### src/gdh_pkg.sv
// Shared types and constants for the grid distance heuristic block.
package gdh_pkg;

  localparam int OUT_W    = 19;
  localparam int RAD_W    = 2 * OUT_W;
  localparam int ROOT_W   = OUT_W;
  localparam int OCT_FRAC = 8;
  localparam int MODE_W   = 2;

  localparam logic [OUT_W-1:0] OUT_MAX  = '1;
  localparam logic [7:0]       OCT_COEF = 8'd150;

  typedef enum logic [MODE_W-1:0] {
    MODE_MANHATTAN = 2'd0,
    MODE_OCTILE    = 2'd1,
    MODE_EUCLIDEAN = 2'd2,
    MODE_CHEBYSHEV = 2'd3
  } mode_t;

endpackage

### src/grid_distance_heuristic.sv
// Top level: pipelined grid distance heuristic (Manhattan, octile, Euclidean, Chebyshev).
// Pipeline from start to done: differences, min/max and squares, radicand, square root stages, output register.
// Throughput: one transaction per cycle; the square root takes two result bits per stage.
// busy is high only while rst is high; results cannot be stalled.
// Reset clears all stage valid bits and sets the mode register to Manhattan.
module grid_distance_heuristic #(
  parameter int COORD_BITS = 10,
  parameter int FRAC_BITS  = 8
) (
  input  logic                      clk,
  input  logic                      rst,
  input  logic                      start,
  output logic                      busy,
  input  logic [COORD_BITS-1:0]     src_x,
  input  logic [COORD_BITS-1:0]     src_y,
  input  logic [COORD_BITS-1:0]     dst_x,
  input  logic [COORD_BITS-1:0]     dst_y,
  input  logic                      cfg_valid,
  output logic                      cfg_ready,
  input  logic [gdh_pkg::MODE_W-1:0] heuristic_mode,
  output logic                      done,
  output logic [gdh_pkg::OUT_W-1:0] heuristic_value
);
  import gdh_pkg::*;

  localparam int ITERS   = 2;
  localparam int NSQ     = (ROOT_W + ITERS - 1) / ITERS;
  localparam int LAT     = 3 + NSQ + 1;
  localparam int COEF_W  = COORD_BITS + 8;
  localparam int SQ_W    = 2 * COORD_BITS + 1;
  localparam int WW      = COORD_BITS + FRAC_BITS + 9 + OUT_W;
  localparam int EXT_W   = SQ_W + 2 * FRAC_BITS + RAD_W;
  localparam int SAT_SH  = RAD_W - 2 * FRAC_BITS;
  localparam int OCT_SHL = (FRAC_BITS >= OCT_FRAC) ? FRAC_BITS - OCT_FRAC : 0;
  localparam int OCT_SHR = (FRAC_BITS < OCT_FRAC) ? OCT_FRAC - FRAC_BITS : 0;

  mode_t hmode;
  logic  accept;

  assign busy      = rst;
  assign cfg_ready = !rst;
  assign accept    = start && !busy;

  always_ff @(posedge clk) begin
    if (rst) begin
      hmode <= MODE_MANHATTAN;
    end else if (cfg_valid && cfg_ready) begin
      hmode <= mode_t'(heuristic_mode);
    end
  end

  // Stage 1: absolute differences
  logic                  s1_vld;
  mode_t                 s1_mode;
  logic [COORD_BITS-1:0] s1_dx, s1_dy;

  always_ff @(posedge clk) begin
    if (rst) begin
      s1_vld <= 1'b0;
    end else begin
      s1_vld <= accept;
    end
  end

  always_ff @(posedge clk) begin
    s1_mode <= hmode;
    s1_dx   <= (dst_x >= src_x) ? dst_x - src_x : src_x - dst_x;
    s1_dy   <= (dst_y >= src_y) ? dst_y - src_y : src_y - dst_y;
  end

  // Stage 2: min, max, sum, squares, octile correction
  logic                    s2_vld;
  mode_t                   s2_mode;
  logic [COORD_BITS-1:0]   s2_hi;
  logic [COORD_BITS:0]     s2_sum;
  logic [COEF_W-1:0]       s2_coef;
  logic [2*COORD_BITS-1:0] s2_dxx, s2_dyy;
  logic [COORD_BITS-1:0]   s1_lo, s1_hi;

  assign s1_lo = (s1_dx < s1_dy) ? s1_dx : s1_dy;
  assign s1_hi = (s1_dx < s1_dy) ? s1_dy : s1_dx;

  always_ff @(posedge clk) begin
    if (rst) begin
      s2_vld <= 1'b0;
    end else begin
      s2_vld <= s1_vld;
    end
  end

  always_ff @(posedge clk) begin
    s2_mode <= s1_mode;
    s2_hi   <= s1_hi;
    s2_sum  <= {1'b0, s1_dx} + {1'b0, s1_dy};
    s2_coef <= COEF_W'(s1_lo) * COEF_W'(OCT_COEF);
    s2_dxx  <= (2*COORD_BITS)'(s1_dx) * (2*COORD_BITS)'(s1_dx);
    s2_dyy  <= (2*COORD_BITS)'(s1_dy) * (2*COORD_BITS)'(s1_dy);
  end

  // Stage 3: direct results and square root radicand
  logic [WW-1:0]    wide;
  logic [OUT_W-1:0] simple;
  logic [SQ_W-1:0]  sq_sum;
  logic [EXT_W-1:0] rad_ext;

  always_comb begin
    case (s2_mode)
      MODE_MANHATTAN: wide = WW'(s2_sum) << FRAC_BITS;
      MODE_OCTILE:    wide = (((WW'(s2_sum) << OCT_FRAC) - WW'(s2_coef)) << OCT_SHL) >> OCT_SHR;
      MODE_CHEBYSHEV: wide = WW'(s2_hi) << FRAC_BITS;
      default:        wide = '0;
    endcase
    simple  = (wide > WW'(OUT_MAX)) ? OUT_MAX : wide[OUT_W-1:0];
    sq_sum  = SQ_W'(s2_dxx) + SQ_W'(s2_dyy);
    rad_ext = EXT_W'(sq_sum) << (2 * FRAC_BITS);
  end

  logic             sq_vld    [0:NSQ];
  mode_t            sq_mode   [0:NSQ];
  logic             sq_sat    [0:NSQ];
  logic [OUT_W-1:0] sq_simple [0:NSQ];
  logic [RAD_W-1:0] sq_v      [0:NSQ];
  logic [RAD_W-1:0] sq_root   [0:NSQ];

  always_ff @(posedge clk) begin
    if (rst) begin
      sq_vld[0] <= 1'b0;
    end else begin
      sq_vld[0] <= s2_vld;
    end
  end

  always_ff @(posedge clk) begin
    sq_mode[0]   <= s2_mode;
    sq_sat[0]    <= (sq_sum >> SAT_SH) != '0;
    sq_simple[0] <= simple;
    sq_v[0]      <= rad_ext[RAD_W-1:0];
    sq_root[0]   <= '0;
  end

  // Square root stages: restoring digit-by-digit, two result bits per stage
  for (genvar s = 0; s < NSQ; s++) begin : g_sqrt
    logic [RAD_W-1:0] v_next, root_next;

    always_comb begin
      logic [RAD_W-1:0] v;
      logic [RAD_W-1:0] r;
      logic [RAD_W-1:0] b;
      int               k;
      v = sq_v[s];
      r = sq_root[s];
      b = '0;
      k = 0;
      for (int j = 0; j < ITERS; j++) begin
        k = s * ITERS + j;
        if (k < ROOT_W) begin
          b = RAD_W'(1) << (2 * (ROOT_W - 1 - k));
          if (v >= r + b) begin
            v = v - (r + b);
            r = (r >> 1) + b;
          end else begin
            r = r >> 1;
          end
        end
      end
      v_next    = v;
      root_next = r;
    end

    always_ff @(posedge clk) begin
      if (rst) begin
        sq_vld[s+1] <= 1'b0;
      end else begin
        sq_vld[s+1] <= sq_vld[s];
      end
    end

    always_ff @(posedge clk) begin
      sq_mode[s+1]   <= sq_mode[s];
      sq_sat[s+1]    <= sq_sat[s];
      sq_simple[s+1] <= sq_simple[s];
      sq_v[s+1]      <= v_next;
      sq_root[s+1]   <= root_next;
    end
  end

  // Output stage
  always_ff @(posedge clk) begin
    if (rst) begin
      done <= 1'b0;
    end else begin
      done <= sq_vld[NSQ];
    end
  end

  always_ff @(posedge clk) begin
    if (sq_mode[NSQ] == MODE_EUCLIDEAN) begin
      heuristic_value <= sq_sat[NSQ] ? OUT_MAX : sq_root[NSQ][OUT_W-1:0];
    end else begin
      heuristic_value <= sq_simple[NSQ];
    end
  end

  a_done_follows_start: assert property (@(posedge clk) disable iff (rst)
    done |-> $past(start && !busy, LAT))
    else $error("result without a matching transaction");

  a_start_gives_done: assert property (@(posedge clk) disable iff (rst)
    (start && !busy) |-> ##LAT done)
    else $error("transaction lost in pipeline");

  a_root_fits: assert property (@(posedge clk) disable iff (rst)
    (sq_vld[NSQ] && !sq_sat[NSQ]) |-> (sq_root[NSQ] >> ROOT_W) == '0)
    else $error("square root exceeds output width");

endmodule
### config.mk
export PLATFORM = sky130hd
export DESIGN_NAME = grid_distance_heuristic
export DESIGN_NICKNAME = d
export VERILOG_FILES = /design/src/gdh_pkg.sv /design/src/grid_distance_heuristic.sv
export SDC_FILE = /design/constraint.sdc
export NUM_CORES = 2
export LEC_CHECK = 0
export ABC_AREA = 1
export BUFFER_PORTS_ARGS = -buffer_cell sky130_fd_sc_hd__buf_2
export CORE_UTILIZATION = 44
export DETAILED_ROUTE_END_ITERATION = 12
export PLACE_DENSITY = 0.65
export SYNTH_ARGS = -nofsm -noshare
export SYNTH_HDL_FRONTEND = slang
export SYNTH_SLANG_ARGS = --single-unit
### constraint.sdc
create_clock -name clk -period 5.3 [get_ports clk]
set_input_delay 0.53 -clock clk [delete_from_list [all_inputs] [get_ports clk]]
set_output_delay 0.53 -clock clk [all_outputs]
set_load 0.03 [all_outputs]
After elaboration in Yosys (flattened, before gate mapping)
Memory sizes are Yosys's and may differ from the RTL's. A register that Yosys moved wholly into a read port is not among the register bits.
Index checks and enable logic that the tools add are counted.
- $add $sub $neg: 64
- multiply operators: 3
- $lt $le $gt $ge: 23
- equal/unequal tests: 3
- multiplexer cells: 60
- bitwise logic cells: 11
- reductions and logical operators: 4
- operators by type and width (kind ; count):
    38-bit two-way mux ; 38
    38-bit >= comparator ; 19
    38-bit subtractor ; 19
    46-bit case mux with 3 select lines ; 1
    19-bit two-way mux ; 3
    46-bit by 19-bit > comparator with 1-bit output, second input constant ; 1
    10-bit by 10-bit multiplier with 20-bit output ; 2
    10-bit two-way mux ; 4
    10-bit subtractor ; 4
    37-bit by 1-bit adder with 38-bit output, second input constant ; 1
    37-bit by 11-bit adder with 38-bit output, second input constant ; 1
    37-bit by 13-bit adder with 38-bit output, second input constant ; 1
    37-bit by 15-bit adder with 38-bit output, second input constant ; 1
    37-bit by 17-bit adder with 38-bit output, second input constant ; 1
    37-bit by 19-bit adder with 38-bit output, second input constant ; 1
    37-bit by 21-bit adder with 38-bit output, second input constant ; 1
    37-bit by 23-bit adder with 38-bit output, second input constant ; 1
    37-bit by 25-bit adder with 38-bit output, second input constant ; 1
    37-bit by 27-bit adder with 38-bit output, second input constant ; 1
    37-bit by 29-bit adder with 38-bit output, second input constant ; 1
    37-bit by 3-bit adder with 38-bit output, second input constant ; 1
    37-bit by 31-bit adder with 38-bit output, second input constant ; 1
    37-bit by 33-bit adder with 38-bit output, second input constant ; 1
    37-bit by 35-bit adder with 38-bit output, second input constant ; 1
    other kinds (36) ; 62
- flip-flop bits (word level): 125
- bits in writable memories: 1089
- input bits: 46
- output and inout bits: 22
- word-level logic and storage cells: 187
- memories: 6
- memory list (name ; words ; bits a word ; rd ports ; clocked after Yosys merged registers in ; write ports ; line ; source):
    sq_root ; 11 ; 38 ; 11 ; 0 ; 11 ; grid_distance_heuristic.sv:123 ; logic [RAD_W-1:0] sq_root [0:NSQ];
    sq_v ; 11 ; 38 ; 10 ; 0 ; 11 ; grid_distance_heuristic.sv:122 ; logic [RAD_W-1:0] sq_v [0:NSQ];
    sq_simple ; 11 ; 19 ; 11 ; 0 ; 11 ; grid_distance_heuristic.sv:121 ; logic [OUT_W-1:0] sq_simple [0:NSQ];
    sq_mode ; 11 ; 2 ; 11 ; 0 ; 11 ; grid_distance_heuristic.sv:119 ; mode_t sq_mode [0:NSQ];
    sq_sat ; 11 ; 1 ; 11 ; 0 ; 11 ; grid_distance_heuristic.sv:120 ; logic sq_sat [0:NSQ];
    sq_vld ; 11 ; 1 ; 11 ; 1 ; 11 ; grid_distance_heuristic.sv:118 ; logic sq_vld [0:NSQ];

Longest topological paths before layout
An unclocked memory read counts as a cell.
- word-level depth: 7
- depth in mapped cells: 33
- mapped depth without buffers: 30

Worst setup path after synthesis
Ideal clock, no wire load.
- kind: register to register
- start: register s1_dy[5]
- end: register s2_coef[15]
- setup time: 0.131 ns
- arrival: 5.148 ns
- data required time: 5.169 ns
- setup slack: 0.021 ns
- cell stages (with the launch flop): 26
- path buffers: 2
- period minus slack after synthesis: 5.279 ns
- path through: dfxtp_1 -> clkbuf_1 -> inv_1 -> ha_1 -> a21oi_1 -> o21ai_0 -> nand2_1 -> o2111ai_1 -> clkbuf_1 -> o21ai_0 -> inv_1 -> ha_1 -> ha_1 -> fa_1 -> inv_1 -> fa_1 -> inv_1 -> ha_1 -> nand2_1 -> inv_1 -> nand4_1 -> o211ai_1 -> a21o_1 -> a21oi_1 -> o21ai_0 -> xor2_1
- longest elaborated chain between the ends: 3
- RTL lines (element ; line ; source):
    start: declaration ; grid_distance_heuristic.sv:55 ; logic [COORD_BITS-1:0] s1_dx, s1_dy;
    start signal: assignment ; grid_distance_heuristic.sv:68 ; s1_dy <= (dst_y >= src_y) ? dst_y - src_y : src_y - dst_y;
    10-bit < comparator ; grid_distance_heuristic.sv:80 ; assign s1_lo = (s1_dx < s1_dy) ? s1_dx : s1_dy;
    10-bit two-way mux (*) ; grid_distance_heuristic.sv:80 ;
    10-bit by 7-bit multiplier with 17-bit output (*) ; grid_distance_heuristic.sv:95 ; s2_coef <= COEF_W'(s1_lo) * COEF_W'(OCT_COEF);
    end signal: assignment ; grid_distance_heuristic.sv:95 ;
    end: declaration ; grid_distance_heuristic.sv:76 ; logic [COEF_W-1:0] s2_coef;
Every way passes the cells marked *; elsewhere a longest branch is shown, timed or not.
A chain may end at the register's enable or synchronous reset.

Worst setup path after layout
- start: register s1_dx[0]
- end: register s2_dxx[18]
- longest elaborated chain between the ends: 1
- RTL lines (element ; line ; source):
    start: declaration ; grid_distance_heuristic.sv:55 ;
    start signal: assignment ; grid_distance_heuristic.sv:67 ; s1_dx <= (dst_x >= src_x) ? dst_x - src_x : src_x - dst_x;
    10-bit by 10-bit multiplier with 20-bit output ; grid_distance_heuristic.sv:96 ; s2_dxx <= (2*COORD_BITS)'(s1_dx) * (2*COORD_BITS)'(s1_dx);
    end signal: assignment ; grid_distance_heuristic.sv:96 ;
    end: declaration ; grid_distance_heuristic.sv:77 ; logic [2*COORD_BITS-1:0] s2_dxx, s2_dyy;
No other way between the ends.

==> results_tabular.tex <==
\begin{tabular}{lr}
\hline
Metric & Value \\
\hline
\multicolumn{2}{l}{\textbf{Run status}} \\
Status & finished clean \\
\multicolumn{2}{l}{\textbf{Logic synthesis}} \\
Most common cell in the synthesized netlist & sky130\_fd\_sc\_hd\_\_nand2\_1 \\
Count of distinct cell types in the synthesized netlist & 57 \\
Proportion of synthesized flip-flops having asynchronous set or reset & 0 \\
Commonest register cell after synthesis & sky130\_fd\_sc\_hd\_\_dfxtp\_1 \\
Share of Yosys cell area claimed by the top area cell type & 0.345 \\
Post-Syn Nets & 6154 \\
Per-instance average area after synthesis & 7.51 µm² \\
Flip-flop and latch count after synthesis & 722 \\
Sequential-to-total area share from yosys stat & 0.345 \\
Post-synthesis instance area & 41900 µm² \\
Number of standard cells after synthesis & 5580 \\
Most frequent cells after synthesis & sky130\_fd\_sc\_hd\_\_nand2\_1 (1376), sky130\_fd\_sc\_hd\_\_inv\_1 (910), sky130\_fd\_sc\_hd\_\_dfxtp\_1 (722) \\
EDFF count, synth & 0 \\
Syn. warnings & 0 \\
Leading cell types by total area after synthesis & sky130\_fd\_sc\_hd\_\_dfxtp\_1 (34\%), sky130\_fd\_sc\_hd\_\_ha\_1 (12\%), sky130\_fd\_sc\_hd\_\_nand2\_1 (12\%) \\
Dominant cell type by area after synthesis & sky130\_fd\_sc\_hd\_\_dfxtp\_1 \\
\multicolumn{2}{l}{\textbf{Route}} \\
Highest metal used & met4 \\
Post-Route WL & 105 mm \\
Met1 Wirelength & 49.0 mm \\
Length of the first detailed-routing pass in iterations & 5 \\
Drt via density & 4.94 \\
Antenna-violating nets left & 0 \\
Detailed-route via count & 34747 \\
Routed WL per cell & 15.0 µm \\
Metal2 WL & 48.5 mm \\
Drt initial violations & 1930 \\
DRC violations left & 0 \\
Sum of met3 wire segment lengths after detailed routing & 4.57 mm \\
\multicolumn{2}{l}{\textbf{Timing}} \\
Headroom to the max-slew limit & 0.256 \\
Final Hold Violating Endpoints & 0 \\
Fin crit period & 4970 ps \\
Setup Skew & 41.1 ps \\
Final-report setup violation count & 0 \\
Worst slew pin tran & 1110 ps \\
Max Transition Viols Final & 0 \\
Highest clock frequency the design can meet & 0.201 GHz \\
Worst Hold Slack & 82.9 ps \\
Final setup slack of the worst path & 328 ps \\
Final worst-path cycle share & 0.938 \\
\multicolumn{2}{l}{\textbf{Die}} \\
Horizontal die dimension & 311 µm \\
Effective utilization at floorplan & 0.446 \\
Core box area & 93900 µm² \\
Area of the die & 96500 µm² \\
Die height & 311 µm \\
Number of I/O pins & 68 \\
Number of cell rows & 112 \\
\multicolumn{2}{l}{\textbf{Layout}} \\
Net count, final & 6289 \\
Fill count & 9236 \\
Area added between synthesis and finish & 11.8\% \\
Final core utilization & 0.499 \\
Area of all placed cells without fillers & 46900 µm² \\
Fraction of final layout cells with drive strength greater than 1 & 0.0613 \\
\multicolumn{2}{l}{\textbf{Setup path}} \\
Crit-path most repeated cell & sky130\_fd\_sc\_hd\_\_fa\_1 \\
Data arrival time of the worst path & 5490 ps \\
Buf/Inv on CP & 4 \\
Endpoint of the most critical register-to-register path & s2\_dxx[18] \\
Category of the worst setup path capture point & flip-flop \\
Maximum fanout encountered on the critical timing path & 13 \\
Setup slack of the worst register-to-register path & 330 ps \\
Crit path launch type & flip-flop \\
Critical path's top delay family & adder cells \\
R2R cell count & 18 \\
Critical Path Slowest Stage Cell & sky130\_fd\_sc\_hd\_\_fa\_1 \\
Path type of the worst setup path & reg2reg \\
Reg-to-reg startpoint & s1\_dx[0] \\
Worst Path Required & 5810 ps \\
CP cell instances & buf\_4 -> nand2\_1 -> fa\_1 -> fa\_1 -> inv\_1 -> fa\_1 -> fa\_1 -> inv\_1 -> fa\_1 -> inv\_1 -> ha\_1 -> a21oi\_1 -> o21ai\_0 -> nand2\_1 -> o2111ai\_1 -> nand2\_1 -> o311ai\_0 -> xor2\_1 \\
CP max stage delay & 550 ps \\
\multicolumn{2}{l}{\textbf{Worst hold path}} \\
Hold Crit Start & start \\
Worst hold path stage count & 3 \\
Min-delay worst type & in2reg \\
Worst Hold Path EP & s1\_vld \\
\multicolumn{2}{l}{\textbf{Clock tree}} \\
Clock insertion delay at the later pin of the skew report & 640 ps \\
Total number of clock tree sinks & 722 \\
Number of clock buffers inserted by TritonCTS & 77 \\
TritonCTS clock tree & done \\
H-tree Lvls & 3 \\
Root Buffer Master & sky130\_fd\_sc\_hd\_\_clkbuf\_16 \\
Number of buffers between clock root and the deepest sink & 3 \\
Clock-pin slew on the worst setup and hold paths & 60 ps \\
\multicolumn{2}{l}{\textbf{Global route}} \\
Tot GR Track Use & 0.215 \\
Largest net degree at the start of global routing & 33 \\
Number of antenna violations at the first check in global routing & 2 \\
Grt total ovfl & 0 \\
Wire length of the first global-routing pass & 169 mm \\
Number of global-route vias before repair & 33189 \\
\multicolumn{2}{l}{\textbf{Placed design}} \\
Post-DP HPWL & 85.5 mm \\
Post-place setup slack & 174 ps \\
GPL Wtd Cong & 0.939 \\
Area of placed instances & 44000 µm² \\
Port Buffer Count & 67 \\
\multicolumn{2}{l}{\textbf{Job}} \\
Reported max-cap violation count & 0 \\
\hline
\end{tabular}
worst max-delay path by stage:
| stage | start | end | slack (ps) | depth (start not counted) |
|---|---|---|---|---|
| after floorplan | s1_dy[5] | s2_coef[15] | 20 | 25 |
| after global placement | s1_dy[5] | s2_coef[15] | 240 | 22 |
| after detailed placement | s1_dy[5] | s2_coef[15] | 170 | 22 |
| after CTS | s1_dy[5] | s2_coef[15] | 150 | 22 |
| after global routing | s1_dy[9] | s2_coef[14] | -10 | 22 |
| final | s1_dx[0] | s2_dxx[18] | 330 | 18 |
final cells by class:
type / instances / area [µm²] / share of cell area
repair buffers: 138 / 926 / 0.0198
diodes: 1 / 2.50 / 0.0000534
inverters: 917 / 3440 / 0.0735
clock inverters: 49 / 703 / 0.0150
multi-input cells: 3859 / 23700 / 0.505
flip-flops and latches: 722 / 14500 / 0.308
well taps: 1254 / 1570 / 0.0335
clock buffers: 93 / 2100 / 0.0448
layer usage:
metal,up-vias,global-route usage
met3,190,0.0258
met2,723,0.362
li1,18063,-
met5,-,0
met4,0,0.0755
met1,15771,0.284
cell usage in the layout (no fill, tap or decap), types with 12 or more instances in the layout:
master                      count
sky130_fd_sc_hd__nor2_1       401
sky130_fd_sc_hd__a21oi_1      295
sky130_fd_sc_hd__inv_1        910
sky130_fd_sc_hd__ha_1         414
sky130_fd_sc_hd__fa_1         113
sky130_fd_sc_hd__o21ai_0      264
sky130_fd_sc_hd__o21ai_1       19
sky130_fd_sc_hd__or2_2         24
sky130_fd_sc_hd__nand2_1     1376
sky130_fd_sc_hd__nor3_1        59
sky130_fd_sc_hd__clkbuf_16     78
sky130_fd_sc_hd__nand4_1       95
sky130_fd_sc_hd__dfxtp_1      722
sky130_fd_sc_hd__nor4_1        14
sky130_fd_sc_hd__a21o_1        27
sky130_fd_sc_hd__a31oi_1       14
sky130_fd_sc_hd__o21bai_1      23
sky130_fd_sc_hd__buf_4         65
sky130_fd_sc_hd__bufinv_16     12
sky130_fd_sc_hd__buf_2         67
sky130_fd_sc_hd__xor2_1       141
sky130_fd_sc_hd__xnor2_1      106
sky130_fd_sc_hd__mux2_2        21
sky130_fd_sc_hd__nand3_1      345
sequential cells by signal, indices dropped and copies added, names as in the netlist, 17 cells and up:
| signal | cells |
|---|---|
| sq_simple | 209 |
| sq_v | 247 |
| s2_dyy | 19 |
| sq_mode | 22 |
| heuristic_value | 19 |
| s2_coef | 17 |
| sq_root | 109 |
| s2_dxx | 19 |
logic make-up (layout without fill, tap and decap cells):
kind of cell    after synthesis  after routing  share of synthesized area
simple gates               2356           2356                      0.236
buf+inv                     999           1197                     0.0915
flops                       722            722                      0.345
compound gates              699            699                     0.0908
fa+ha+maj                   528            528                      0.178
xor+xnor                    247            247                     0.0516
mux                          29             29                    0.00756
other cells                   0              1                          0
per-stage QoR:
| stage | std cells | setup TNS [ps] |
|---|---|---|
| 2_1_floorplan | 5580 | 0 |
| 5_1_grt | 7032 | -11.5 |
| 4_1_cts | 7031 | 0 |
| 3_3_place_gp | 6889 | 0 |
| 6_report | 7033 | 0 |
| 3_5_place_dp | 6889 | 0 |
worst register-to-register path, cell delays in order (launching register included):
cell and delay [ps]:
sky130_fd_sc_hd__dfxtp_1 340, sky130_fd_sc_hd__buf_4 220, sky130_fd_sc_hd__nand2_1 160, sky130_fd_sc_hd__fa_1 530, sky130_fd_sc_hd__fa_1 540, sky130_fd_sc_hd__inv_1 50
sky130_fd_sc_hd__fa_1 500, sky130_fd_sc_hd__fa_1 550, sky130_fd_sc_hd__inv_1 60, sky130_fd_sc_hd__fa_1 540, sky130_fd_sc_hd__inv_1 50, sky130_fd_sc_hd__ha_1 350
sky130_fd_sc_hd__a21oi_1 160, sky130_fd_sc_hd__o21ai_0 120, sky130_fd_sc_hd__nand2_1 70, sky130_fd_sc_hd__o2111ai_1 180, sky130_fd_sc_hd__nand2_1 100, sky130_fd_sc_hd__o311ai_0 140
sky130_fd_sc_hd__xor2_1 170
timing repair:
item                                    4_1_cts  5_1_grt
endpoints found under the hold margin         0        0
endpoints found under the setup margin        0        7
buffers inserted                              0        1
hold buffers                                  0        0
resized for setup                             0       14
Power is left out: the tool's default activity adds up to more than one toggle a clock period on the data nets, which glitch-free logic cannot reach.
